==> src/rtl/core/mts_pkg.sv <==
// Package of the min tracking stack: field widths, codes and the
// command and result records. Depends on nothing.
package mts_pkg;

  localparam int WORD_W        = 32;
  localparam int COUNT_OUT_W   = 7;
  localparam int DEPTH_DEFAULT = 64;
  localparam int VALUE_W_DEFAULT = 32;

  typedef enum logic {
    FUNC_PUSH = 1'b0,
    FUNC_POP  = 1'b1
  } func_e;

  typedef enum logic [1:0] {
    STATUS_OK        = 2'd0,
    STATUS_UNDERFLOW = 2'd1,
    STATUS_OVERFLOW  = 2'd2
  } status_e;

  typedef struct packed {
    func_e             func;
    logic [WORD_W-1:0] push_value;
  } cmd_t;

  typedef struct packed {
    logic [WORD_W-1:0]      popped_value;
    logic [WORD_W-1:0]      min_value;
    logic                   stack_empty;
    status_e                status;
    logic [COUNT_OUT_W-1:0] entry_count;
  } rsp_t;

endpackage

==> src/rtl/core/mts_req_if.sv <==
// Request channel of the min tracking stack: valid/ready and the command.
// Depends on nothing.
interface mts_req_if;
  logic        valid;
  logic        ready;
  logic        func;
  logic [31:0] push_value;

  modport source (output valid, output func, output push_value, input ready);
  modport sink (input valid, input func, input push_value, output ready);
endinterface

==> src/rtl/core/mts_rsp_if.sv <==
// Result channel of the min tracking stack: valid/ready and the result.
// Depends on nothing.
interface mts_rsp_if;
  logic        valid;
  logic        ready;
  logic [31:0] popped_value;
  logic [31:0] min_value;
  logic        stack_empty;
  logic [1:0]  status;
  logic [6:0]  entry_count;

  modport source (output valid, output popped_value, output min_value,
                  output stack_empty, output status, output entry_count, input ready);
  modport sink (input valid, input popped_value, input min_value,
                input stack_empty, input status, input entry_count, output ready);
endinterface

==> src/rtl/core/mts_stack_ram.sv <==
// Single write port, single read port memory with a registered read.
// Depends on nothing.
module mts_stack_ram #(
  parameter int Depth = 64,
  parameter int Width = 32
) (
  input  logic                     clk_i,
  input  logic                     we_i,
  input  logic [$clog2(Depth)-1:0] waddr_i,
  input  logic [Width-1:0]         wdata_i,
  input  logic                     re_i,
  input  logic [$clog2(Depth)-1:0] raddr_i,
  output logic [Width-1:0]         rdata_o
);

  logic [Width-1:0] mem_q [Depth];
  logic [Width-1:0] rdata_q;

  always_ff @(posedge clk_i) begin
    if (we_i) begin
      mem_q[waddr_i] <= wdata_i;
    end
  end

  always_ff @(posedge clk_i) begin
    if (re_i) begin
      rdata_q <= mem_q[raddr_i];
    end
  end

  assign rdata_o = rdata_q;

endmodule

==> src/rtl/core/mts_ctrl.sv <==
// Stack controller: counts, cached tops and the read-modify-write sequence
// over the value and minimum memories. Depends on mts_pkg.
module mts_ctrl #(
  parameter int StackDepth = mts_pkg::DEPTH_DEFAULT,
  parameter int ValueWidth = mts_pkg::VALUE_W_DEFAULT
) (
  input  logic                          clk_i,
  input  logic                          rst_ni,
  input  logic                          start_i,
  input  mts_pkg::cmd_t                 cmd_i,
  output logic                          idle_o,
  output logic                          res_valid_o,
  output mts_pkg::rsp_t                 res_o,
  // value memory
  output logic                          v_we_o,
  output logic [$clog2(StackDepth)-1:0] v_waddr_o,
  output logic [ValueWidth-1:0]         v_wdata_o,
  output logic                          v_re_o,
  output logic [$clog2(StackDepth)-1:0] v_raddr_o,
  input  logic [ValueWidth-1:0]         v_rdata_i,
  // minimum memory
  output logic                          m_we_o,
  output logic [$clog2(StackDepth)-1:0] m_waddr_o,
  output logic [ValueWidth-1:0]         m_wdata_o,
  output logic                          m_re_o,
  output logic [$clog2(StackDepth)-1:0] m_raddr_o,
  input  logic [ValueWidth-1:0]         m_rdata_i
);

  localparam int AW    = $clog2(StackDepth);
  localparam int CW    = $clog2(StackDepth + 1);
  localparam int WordW = mts_pkg::WORD_W;
  localparam int CntW  = mts_pkg::COUNT_OUT_W;

  typedef enum logic {
    S_IDLE,
    S_FILL
  } state_e;

  state_e                state_q, state_d;
  logic [CW-1:0]         vcnt_q, vcnt_d;
  logic [CW-1:0]         mcnt_q, mcnt_d;
  logic [ValueWidth-1:0] vtop_q, vtop_d;
  logic [ValueWidth-1:0] mtop_q, mtop_d;
  logic [ValueWidth-1:0] popped_q, popped_d;
  logic                  mpop_q, mpop_d;

  logic [ValueWidth-1:0] v_in;
  logic [CW-1:0]         mcnt_eff;
  logic [CW-1:0]         v_rd_ptr;
  logic [CW-1:0]         m_rd_ptr;
  logic                  min_push;
  logic                  min_hit;
  logic [ValueWidth-1:0] new_min;

  assign v_in     = ValueWidth'($signed(cmd_i.push_value));
  // An empty value stack implies an empty minimum stack.
  assign mcnt_eff = (vcnt_q == '0) ? '0 : mcnt_q;
  assign v_rd_ptr = vcnt_q - CW'(2);
  assign m_rd_ptr = mcnt_q - CW'(2);
  assign min_push = (mcnt_eff == '0) || ($signed(v_in) <= $signed(mtop_q));
  assign min_hit  = (mcnt_q != '0) && (mtop_q == vtop_q);
  assign new_min  = mpop_q ? m_rdata_i : mtop_q;

  assign v_waddr_o = vcnt_q[AW-1:0];
  assign v_wdata_o = v_in;
  assign v_raddr_o = v_rd_ptr[AW-1:0];
  assign m_waddr_o = mcnt_eff[AW-1:0];
  assign m_wdata_o = v_in;
  assign m_raddr_o = m_rd_ptr[AW-1:0];
  assign idle_o    = (state_q == S_IDLE);

  always_comb begin
    state_d     = state_q;
    vcnt_d      = vcnt_q;
    mcnt_d      = mcnt_q;
    vtop_d      = vtop_q;
    mtop_d      = mtop_q;
    popped_d    = popped_q;
    mpop_d      = mpop_q;
    v_we_o      = 1'b0;
    m_we_o      = 1'b0;
    v_re_o      = 1'b0;
    m_re_o      = 1'b0;
    res_valid_o = 1'b0;
    res_o              = '0;
    res_o.status       = mts_pkg::STATUS_OK;
    res_o.entry_count  = CntW'(vcnt_q);
    res_o.stack_empty  = (vcnt_q == '0);

    case (state_q)
      S_IDLE: begin
        if (start_i) begin
          res_valid_o = 1'b1;
          if (cmd_i.func == mts_pkg::FUNC_PUSH) begin
            if (vcnt_q == CW'(StackDepth)) begin
              // Full: drop the value, report the current minimum.
              res_o.status    = mts_pkg::STATUS_OVERFLOW;
              res_o.min_value = (mcnt_eff != '0) ? WordW'(mtop_q) : '0;
            end else begin
              v_we_o = 1'b1;
              vtop_d = v_in;
              vcnt_d = vcnt_q + CW'(1);
              mcnt_d = mcnt_eff;
              if (min_push && (mcnt_eff < CW'(StackDepth))) begin
                m_we_o = 1'b1;
                mtop_d = v_in;
                mcnt_d = mcnt_eff + CW'(1);
              end
              res_o.min_value   = min_push ? WordW'(v_in) : WordW'(mtop_q);
              res_o.entry_count = CntW'(vcnt_q + CW'(1));
              res_o.stack_empty = 1'b0;
            end
          end else begin
            if (vcnt_q == '0) begin
              res_o.status = mts_pkg::STATUS_UNDERFLOW;
            end else begin
              // Fetch below value top, and min top if popped; result waits.
              res_valid_o = 1'b0;
              popped_d    = vtop_q;
              mpop_d      = min_hit;
              vcnt_d      = vcnt_q - CW'(1);
              v_re_o      = 1'b1;
              if (min_hit) begin
                mcnt_d = mcnt_q - CW'(1);
                m_re_o = 1'b1;
              end
              state_d = S_FILL;
            end
          end
        end
      end
      S_FILL: begin
        vtop_d = v_rdata_i;
        mtop_d = new_min;
        res_valid_o        = 1'b1;
        res_o.popped_value = WordW'(popped_q);
        res_o.min_value    = ((vcnt_q == '0) || (mcnt_q == '0)) ? '0 : WordW'(new_min);
        state_d            = S_IDLE;
      end
      default: begin
        state_d = S_IDLE;
      end
    endcase
  end

  always_ff @(posedge clk_i or negedge rst_ni) begin
    if (!rst_ni) begin
      state_q <= S_IDLE;
      vcnt_q  <= '0;
      mcnt_q  <= '0;
      mpop_q  <= 1'b0;
    end else begin
      state_q <= state_d;
      vcnt_q  <= vcnt_d;
      mcnt_q  <= mcnt_d;
      mpop_q  <= mpop_d;
    end
  end

  always_ff @(posedge clk_i) begin
    vtop_q   <= vtop_d;
    mtop_q   <= mtop_d;
    popped_q <= popped_d;
  end

endmodule

==> src/rtl/core/min_tracking_stack_unit.sv <==
// Min tracking stack: a LIFO of signed words that reports its minimum after
// every operation. Depends on mts_pkg, mts_req_if, mts_rsp_if, mts_ctrl and
// mts_stack_ram.
//
// Usage:
//  - req_i carries one command per transfer: func (0 push, 1 pop) and
//    push_value. rsp_o carries exactly one result per command, in order:
//    popped value, minimum after the operation, empty flag, status and
//    entry count.
//  - A push, an overflowing push and an underflowing pop give their
//    result in the cycle after the transfer. A pop that removes an entry
//    reads the entry below the value top, and below the minimum top if
//    that is popped too, then loads its result into the output register.
//  - Throughput: one push per cycle while results are taken; a pop holds
//    the request channel until its value and any minimum read return.
//  - Reset empties both stacks at once through their counts; memory
//    contents are left as they are and no clearing pass runs.
//  - When the receiver stalls the result stays in the output register and
//    req_i.ready drops until the register is taken.
module min_tracking_stack_unit #(
  parameter int StackDepth = mts_pkg::DEPTH_DEFAULT,
  parameter int ValueWidth = mts_pkg::VALUE_W_DEFAULT
) (
  input  logic          clk_i,
  input  logic          rst_ni,
  mts_req_if.sink       req_i,
  mts_rsp_if.source     rsp_o
);

  localparam int AW = $clog2(StackDepth);

  mts_pkg::cmd_t         cmd;
  mts_pkg::rsp_t         res;
  mts_pkg::rsp_t         out_q;
  logic                  out_valid_q;
  logic                  ctrl_idle;
  logic                  res_valid;
  logic                  accept;

  logic                  v_we, v_re, m_we, m_re;
  logic [AW-1:0]         v_waddr, v_raddr, m_waddr, m_raddr;
  logic [ValueWidth-1:0] v_wdata, v_rdata, m_wdata, m_rdata;

  // Take a command only when the controller is idle and the output
  // register is free or being drained in this cycle.
  assign req_i.ready = ctrl_idle && (!out_valid_q || rsp_o.ready);
  assign accept      = req_i.valid && req_i.ready;

  assign cmd.func       = mts_pkg::func_e'(req_i.func);
  assign cmd.push_value = req_i.push_value;

  mts_ctrl #(
    .StackDepth (StackDepth),
    .ValueWidth (ValueWidth)
  ) u_ctrl (
    .clk_i       (clk_i),
    .rst_ni      (rst_ni),
    .start_i     (accept),
    .cmd_i       (cmd),
    .idle_o      (ctrl_idle),
    .res_valid_o (res_valid),
    .res_o       (res),
    .v_we_o      (v_we),
    .v_waddr_o   (v_waddr),
    .v_wdata_o   (v_wdata),
    .v_re_o      (v_re),
    .v_raddr_o   (v_raddr),
    .v_rdata_i   (v_rdata),
    .m_we_o      (m_we),
    .m_waddr_o   (m_waddr),
    .m_wdata_o   (m_wdata),
    .m_re_o      (m_re),
    .m_raddr_o   (m_raddr),
    .m_rdata_i   (m_rdata)
  );

  // Value stack entries below and including the top.
  mts_stack_ram #(
    .Depth (StackDepth),
    .Width (ValueWidth)
  ) u_value_ram (
    .clk_i   (clk_i),
    .we_i    (v_we),
    .waddr_i (v_waddr),
    .wdata_i (v_wdata),
    .re_i    (v_re),
    .raddr_i (v_raddr),
    .rdata_o (v_rdata)
  );

  // Minimum stack: running minima, duplicates kept for ties.
  mts_stack_ram #(
    .Depth (StackDepth),
    .Width (ValueWidth)
  ) u_min_ram (
    .clk_i   (clk_i),
    .we_i    (m_we),
    .waddr_i (m_waddr),
    .wdata_i (m_wdata),
    .re_i    (m_re),
    .raddr_i (m_raddr),
    .rdata_o (m_rdata)
  );

  // Output register: load a fresh result, drop it once transferred.
  always_ff @(posedge clk_i or negedge rst_ni) begin
    if (!rst_ni) begin
      out_valid_q <= 1'b0;
    end else if (res_valid) begin
      out_valid_q <= 1'b1;
    end else if (rsp_o.ready) begin
      out_valid_q <= 1'b0;
    end
  end

  always_ff @(posedge clk_i) begin
    if (res_valid) begin
      out_q <= res;
    end
  end

  assign rsp_o.valid        = out_valid_q;
  assign rsp_o.popped_value = out_q.popped_value;
  assign rsp_o.min_value    = out_q.min_value;
  assign rsp_o.stack_empty  = out_q.stack_empty;
  assign rsp_o.status       = out_q.status;
  assign rsp_o.entry_count  = out_q.entry_count;

endmodule

==> src/flat_wrapper.sv <==
// flat-port wrapper written by rule: the top's interface ports become plain ports
module min_tracking_stack_unit_flat 
#(
  parameter int StackDepth = mts_pkg::DEPTH_DEFAULT,
  parameter int ValueWidth = mts_pkg::VALUE_W_DEFAULT
)
  (clk_i, rst_ni, req_i_valid, req_i_func, req_i_push_value, req_i_ready, rsp_o_valid, rsp_o_popped_value, rsp_o_min_value, rsp_o_stack_empty, rsp_o_status, rsp_o_entry_count, rsp_o_ready);
  mts_req_if req_i_i ();
  mts_rsp_if rsp_o_i ();
  input  logic clk_i;
  input  logic rst_ni;
  input wire logic [$bits(req_i_i.valid)-1:0] req_i_valid;
  input wire logic [$bits(req_i_i.func)-1:0] req_i_func;
  input wire logic [$bits(req_i_i.push_value)-1:0] req_i_push_value;
  output wire logic [$bits(req_i_i.ready)-1:0] req_i_ready;
  output wire logic [$bits(rsp_o_i.valid)-1:0] rsp_o_valid;
  output wire logic [$bits(rsp_o_i.popped_value)-1:0] rsp_o_popped_value;
  output wire logic [$bits(rsp_o_i.min_value)-1:0] rsp_o_min_value;
  output wire logic [$bits(rsp_o_i.stack_empty)-1:0] rsp_o_stack_empty;
  output wire logic [$bits(rsp_o_i.status)-1:0] rsp_o_status;
  output wire logic [$bits(rsp_o_i.entry_count)-1:0] rsp_o_entry_count;
  input wire logic [$bits(rsp_o_i.ready)-1:0] rsp_o_ready;
  assign req_i_i.valid = req_i_valid;
  assign req_i_i.func = req_i_func;
  assign req_i_i.push_value = req_i_push_value;
  assign req_i_ready = req_i_i.ready;
  assign rsp_o_valid = rsp_o_i.valid;
  assign rsp_o_popped_value = rsp_o_i.popped_value;
  assign rsp_o_min_value = rsp_o_i.min_value;
  assign rsp_o_stack_empty = rsp_o_i.stack_empty;
  assign rsp_o_status = rsp_o_i.status;
  assign rsp_o_entry_count = rsp_o_i.entry_count;
  assign rsp_o_i.ready = rsp_o_ready;
  min_tracking_stack_unit #(.StackDepth(StackDepth), .ValueWidth(ValueWidth)) u_core (.clk_i(clk_i), .rst_ni(rst_ni), .req_i(req_i_i), .rsp_o(rsp_o_i));
endmodule
==> config.mk <==
export PLATFORM = sky130hd
export DESIGN_NAME = min_tracking_stack_unit_flat
export DESIGN_NICKNAME = d
export VERILOG_FILES = /design/src/rtl/core/mts_pkg.sv /design/src/rtl/core/mts_req_if.sv /design/src/rtl/core/mts_rsp_if.sv /design/src/rtl/core/mts_stack_ram.sv /design/src/rtl/core/mts_ctrl.sv /design/src/rtl/core/min_tracking_stack_unit.sv /design/src/flat_wrapper.sv
export SDC_FILE = /design/constraint.sdc
export NUM_CORES = 2
export LEC_CHECK = 0
export CAP_MARGIN = 20
export CORE_AREA = 2 2 750 752
export CTS_BUF_LIST = sky130_fd_sc_hd__clkbuf_16
export CTS_CLUSTER_DIAMETER = 50
export DETAILED_ROUTE_END_ITERATION = 10
export DIE_AREA = 0 0 752 754
export DONT_BUFFER_PORTS = 1
export PLACE_DENSITY = 0.57
export SYNTH_ARGS = -nofsm -noshare
export SYNTH_HDL_FRONTEND = slang
export SYNTH_SLANG_ARGS = --single-unit
==> constraint.sdc <==
create_clock -name clk_i -period 7.4 [get_ports clk_i]
set_input_delay 0 -clock clk_i [delete_from_list [all_inputs] [get_ports clk_i]]
set_output_delay 0 -clock clk_i [all_outputs]
set_load 0.02 [all_outputs]
==> results.sh <==
export IMPL_worst_pin_slew_ns=1.40
export IMPL_firstDrtPassIters=8
export IMPL_rows=275
export IMPL_cts_buffer_depth=4
export IMPL_coreArea_sq_mm=0.559
export IMPL_drtIter0Drc=13400
export IMPL_hold_viol=0
export IMPL_start_util_pct=29.9
export IMPL_clock_skew_ns=0.0656
export IMPL_vias_per_cell=5.22
export IMPL_post_cts_buffers=0
export IMPL_fin_crit_sh_pct=76.0
export IMPL_port_buffers=0
export IMPL_maxCapViolCount=0
export IMPL_grt_pass1_vias=77600
export IMPL_dieArea_sq_mm=0.567
export IMPL_clk_pin_slew_ns=0.06
export IMPL_cts_buffers=447
export IMPL_gr_total_overflow=0
export IMPL_rsz0062_at_grt="no"
export IMPL_htreeDepth=5
export IMPL_synthMuxAreaShare_pct=18.2
export IMPL_layout_nets=7367
export IMPL_pin_count=113
export IMPL_hpwl_microns=269000
export IMPL_critPathArrivalTime_ns=6.23
export IMPL_synth_top_cell_by_area="edfxtp_1"
export IMPL_grt_max_degree=159
export IMPL_n_fill_cell=50900
export IMPL_wl_microns=486000
export IMPL_antenna_found_initial=71
export IMPL_hp_class="input pin to register"
export IMPL_postSynth_asyncResetShare_pct=0.391
export IMPL_drive_above_1_share_pct=31.7
export IMPL_cpMostUsedCell="buf_4"
export IMPL_synth_area_leaders="edfxtp_1 78%, mux4_2 18%, clkbuf_1 0.46%, buf_2 0.38%, nor2_1 0.38%"
export IMPL_clkLatencyLatePin_ns=0.99
export IMPL_synthAdderAreaFrac_pct=0.337
export IMPL_finalNonFillerCells=15200
export IMPL_wl_per_cell_microns=31.9
export IMPL_fmax_mhz=178
export IMPL_gp_congestion=0.875
export IMPL_drc=0
export IMPL_slew_viol_final=0
export IMPL_ant_nets=0
export IMPL_post_synth_top_area_fraction_pct=77.8
export IMPL_status="finished clean"
export IMPL_fin_setup_tns_ns=0
export IMPL_synth_edf_count=4330
export IMPL_hold_ws_ns=0.106
export IMPL_synth_cells=6898
export IMPL_fin_crit_ns=5.63
export IMPL_syn_num_nets=6980
export IMPL_clock_sinks=4347
export IMPL_p_total_mw=73.0
export IMPL_cp_max_fo=31
export IMPL_path_class="register to register"
export IMPL_setup_viol=0
export IMPL_critPathRequiredTime_ns=8.00
export IMPL_synth_compound_area_share_pct=0.789
export IMPL_clock_root_buffer="clkbuf_16"
export IMPL_dp_cells=14200
export IMPL_total_leakage_power_nw=59.0
export IMPL_grt_pass1_wl_microns=664000
export IMPL_via_count=79600
export IMPL_slowest_delay_ns=0.73
export IMPL_critPathSlowestCell="or3_1"
export IMPL_start_kind="register"
export IMPL_synth_yosys_seq_area_share_pct=78.0
export IMPL_synthDistinctLibCells=59
export IMPL_yosysWarnings=0
export IMPL_synth_top_family_by_area="multiplexers"
export IMPL_synth_simple_gate_area_share_pct=1.41
export IMPL_synth_area_sq_mm=0.167
export IMPL_synth_xor_area_share_pct=0.241
export IMPL_peakVddDrop_uv=509
export IMPL_grtUsageTotal_pct=16.7
export IMPL_relSlewSlack_pct=6.54
export IMPL_power_density_mw_per_mm2=376
export IMPL_die_w_microns=752
export IMPL_ys_seq_elements=4347
export IMPL_avgSynthCellArea_sq_um=24.2
export IMPL_fp_dieH_microns=754
export IMPL_cts_tree="done"
export IMPL_synthFlopType="edfxtp_1"
export IMPL_end_kind="register"
export IMPL_area_growth_synth_to_final_pct=16.1
export IMPL_crit_chain="inv_1, ha_1, nor3b_4, buf_4, nand2_1, buf_4, nand2_1, ha_1, a22oi_1, a32oi_1, nand3_4, or3_1, nor3_2, buf_4"
logic make-up after synthesis:
| kind of cell | after synthesis |
|---|---|
| adders and majority gates | 45 |
| muxes | 1377 |
| AOI/OAI and AO/OA | 186 |
| and+or+nand+nor | 489 |
| DFF | 4347 |
| buffers and inverters | 408 |
| xor gates and xnor gates | 46 |
layout make-up:
class	count	area, sq um	area share [%]
Clock buffer	454	11400	5.85
Multi-Input combinational cell	2143	36100	18.6
Antenna cell	91	228	0.117
Timing Repair Buffer	301	3560	1.83
Inverter	45	169	0.0870
Sequential cell	4347	130000	67.2
Clock inverter	377	2950	1.52
Tap cell	7479	9360	4.82
registers in the layout, indices dropped and copies added, names as in the netlist:
| name | flops |
|---|---|
| u_core.rsp_o.entry_count | 7 |
| u_core.rsp_o.min_value | 32 |
| u_core.rsp_o.popped_value | 32 |
| u_core.rsp_o.stack_empty | 1 |
| u_core.rsp_o.status | 2 |
| u_core.rsp_o.valid | 1 |
| u_core.u_ctrl.mcnt_q | 7 |
| u_core.u_ctrl.mpop_q | 1 |
| u_core.u_ctrl.mtop_q | 32 |
| u_core.u_ctrl.popped_q | 32 |
| u_core.u_ctrl.state_q | 1 |
| u_core.u_ctrl.vcnt_q | 7 |
| u_core.u_ctrl.vtop_q | 32 |
| u_core.u_min_ram.mem_q | 2048 |
| u_core.u_min_ram.rdata_o | 32 |
| u_core.u_value_ram.mem_q | 2048 |
| u_core.u_value_ram.rdata_o | 32 |
stage by stage:
step / worst slack (ns) / util, % / cell area, sq um
3_5_place_dp: 1.63 / 31.9 / 178000
5_1_grt: 1.55 / 34.7 / 194000
6_report: 1.77 / 34.7 / 194000
4_1_cts: 1.54 / 34.6 / 194000
2_1_floorplan: 0.369 / - / 167000
3_3_place_gp: 1.50 / 31.8 / 178000
layout by cell type, fill, tap and decap left out, types with 22 or more instances in the layout:
cell,instances
and2_1,35
ha_1,43
buf_12,30
clkinv_1,95
inv_1,134
diode_2,91
o21ai_0,27
bufinv_16,36
a31oi_1,43
clkbuf_16,454
clkinvlp_4,22
buf_16,40
mux4_2,1326
mux2_2,37
nor2_1,95
nand2_1,97
dlygate4sd3_1,37
nand2b_1,34
nor4_2,23
a221o_1,32
buf_4,180
nand3_1,23
nor2_4,74
edfxtp_1,4330
clkinv_2,83
nor3_2,25
a21oi_1,28
xor2_1,32
worst paths after layout:
path	cells after the start	endpoint	start	slack, ns
max reg2reg	14	u_core.u_min_ram.mem_q[30][12]	u_core.u_ctrl.vcnt_q[0]	1.77
max in group asynchronous	4	u_core.u_ctrl.mcnt_q[1]	rst_ni	7.02
min reg2reg	1	u_core.rsp_o.popped_value[4]	u_core.u_ctrl.popped_q[4]	0.53
max	14	u_core.u_min_ram.mem_q[30][12]	u_core.u_ctrl.vcnt_q[0]	1.77
min	2	u_core.u_value_ram.mem_q[26][5]	req_i_push_value[5]	0.11
min in group asynchronous	4	u_core.rsp_o.valid	rst_ni	0.15
power breakdown:
group | internal, mW | switching, mW | leakage, nW
Sequential | 27.8 | 0.632 | 39.2
Clock | 12.4 | 9.56 | 7.34
Combinational | 9.54 | 13.1 | 12.5
Total | 49.7 | 23.3 | 59.0
worst max-delay path: cells and delay by family, from the launching register on:
| family | cells | cell delay, ns |
|---|---|---|
| and+or+nand+nor | 6 | 2.19 |
| buffers and inverters | 4 | 1.22 |
| DFF | 1 | 0.71 |
| AOI/OAI and AO/OA | 2 | 0.65 |
| adders and majority gates | 2 | 0.48 |
cell usage after synthesis (2+ instances only):
cell	number
clkbuf_1	205
nor4_1	37
mux2i_1	14
o311ai_0	4
nand3_1	26
o211ai_1	2
and2_1	35
ha_1	45
xnor2_1	10
o21ai_0	27
or2_2	3
nor2b_1	20
nand2_1	97
dfrtp_1	17
buf_1	24
inv_1	45
a221o_1	32
buf_4	5
nor2_1	169
or3_1	4
a21oi_1	28
buf_6	2
a21o_1	7
nand3b_1	2
nand2b_1	35
nand4_1	18
mux4_2	1326
a31oi_1	43
a211oi_1	22
a22oi_1	3
mux2_2	37
nor3_1	33
and3_1	3
xor2_1	36
buf_2	127
edfxtp_1	4330
o31ai_1	3
per-layer routing:
layer | GRT usage, % | routed length (microns) | vias to the layer above | share of wire [%]
met2 | 25.6 | 225000 | 4497 | 46
met1 | 23.5 | 192000 | 43600 | 39
met3 | 3.65 | 51500 | 734 | 11
li1 | - | - | 30800 | -
met4 | 5.54 | 17900 | 14 | 3.7
met5 | 0 | 90 | - | 0.019
repair_timing:
| item | in CTS | in global routing |
|---|---|---|
| hold buffers | 73 | 0 |
| gates resized for setup | 0 | 0 |
| hold endpoints to repair | 4264 | 0 |
(Power assumes the default switching activity.)
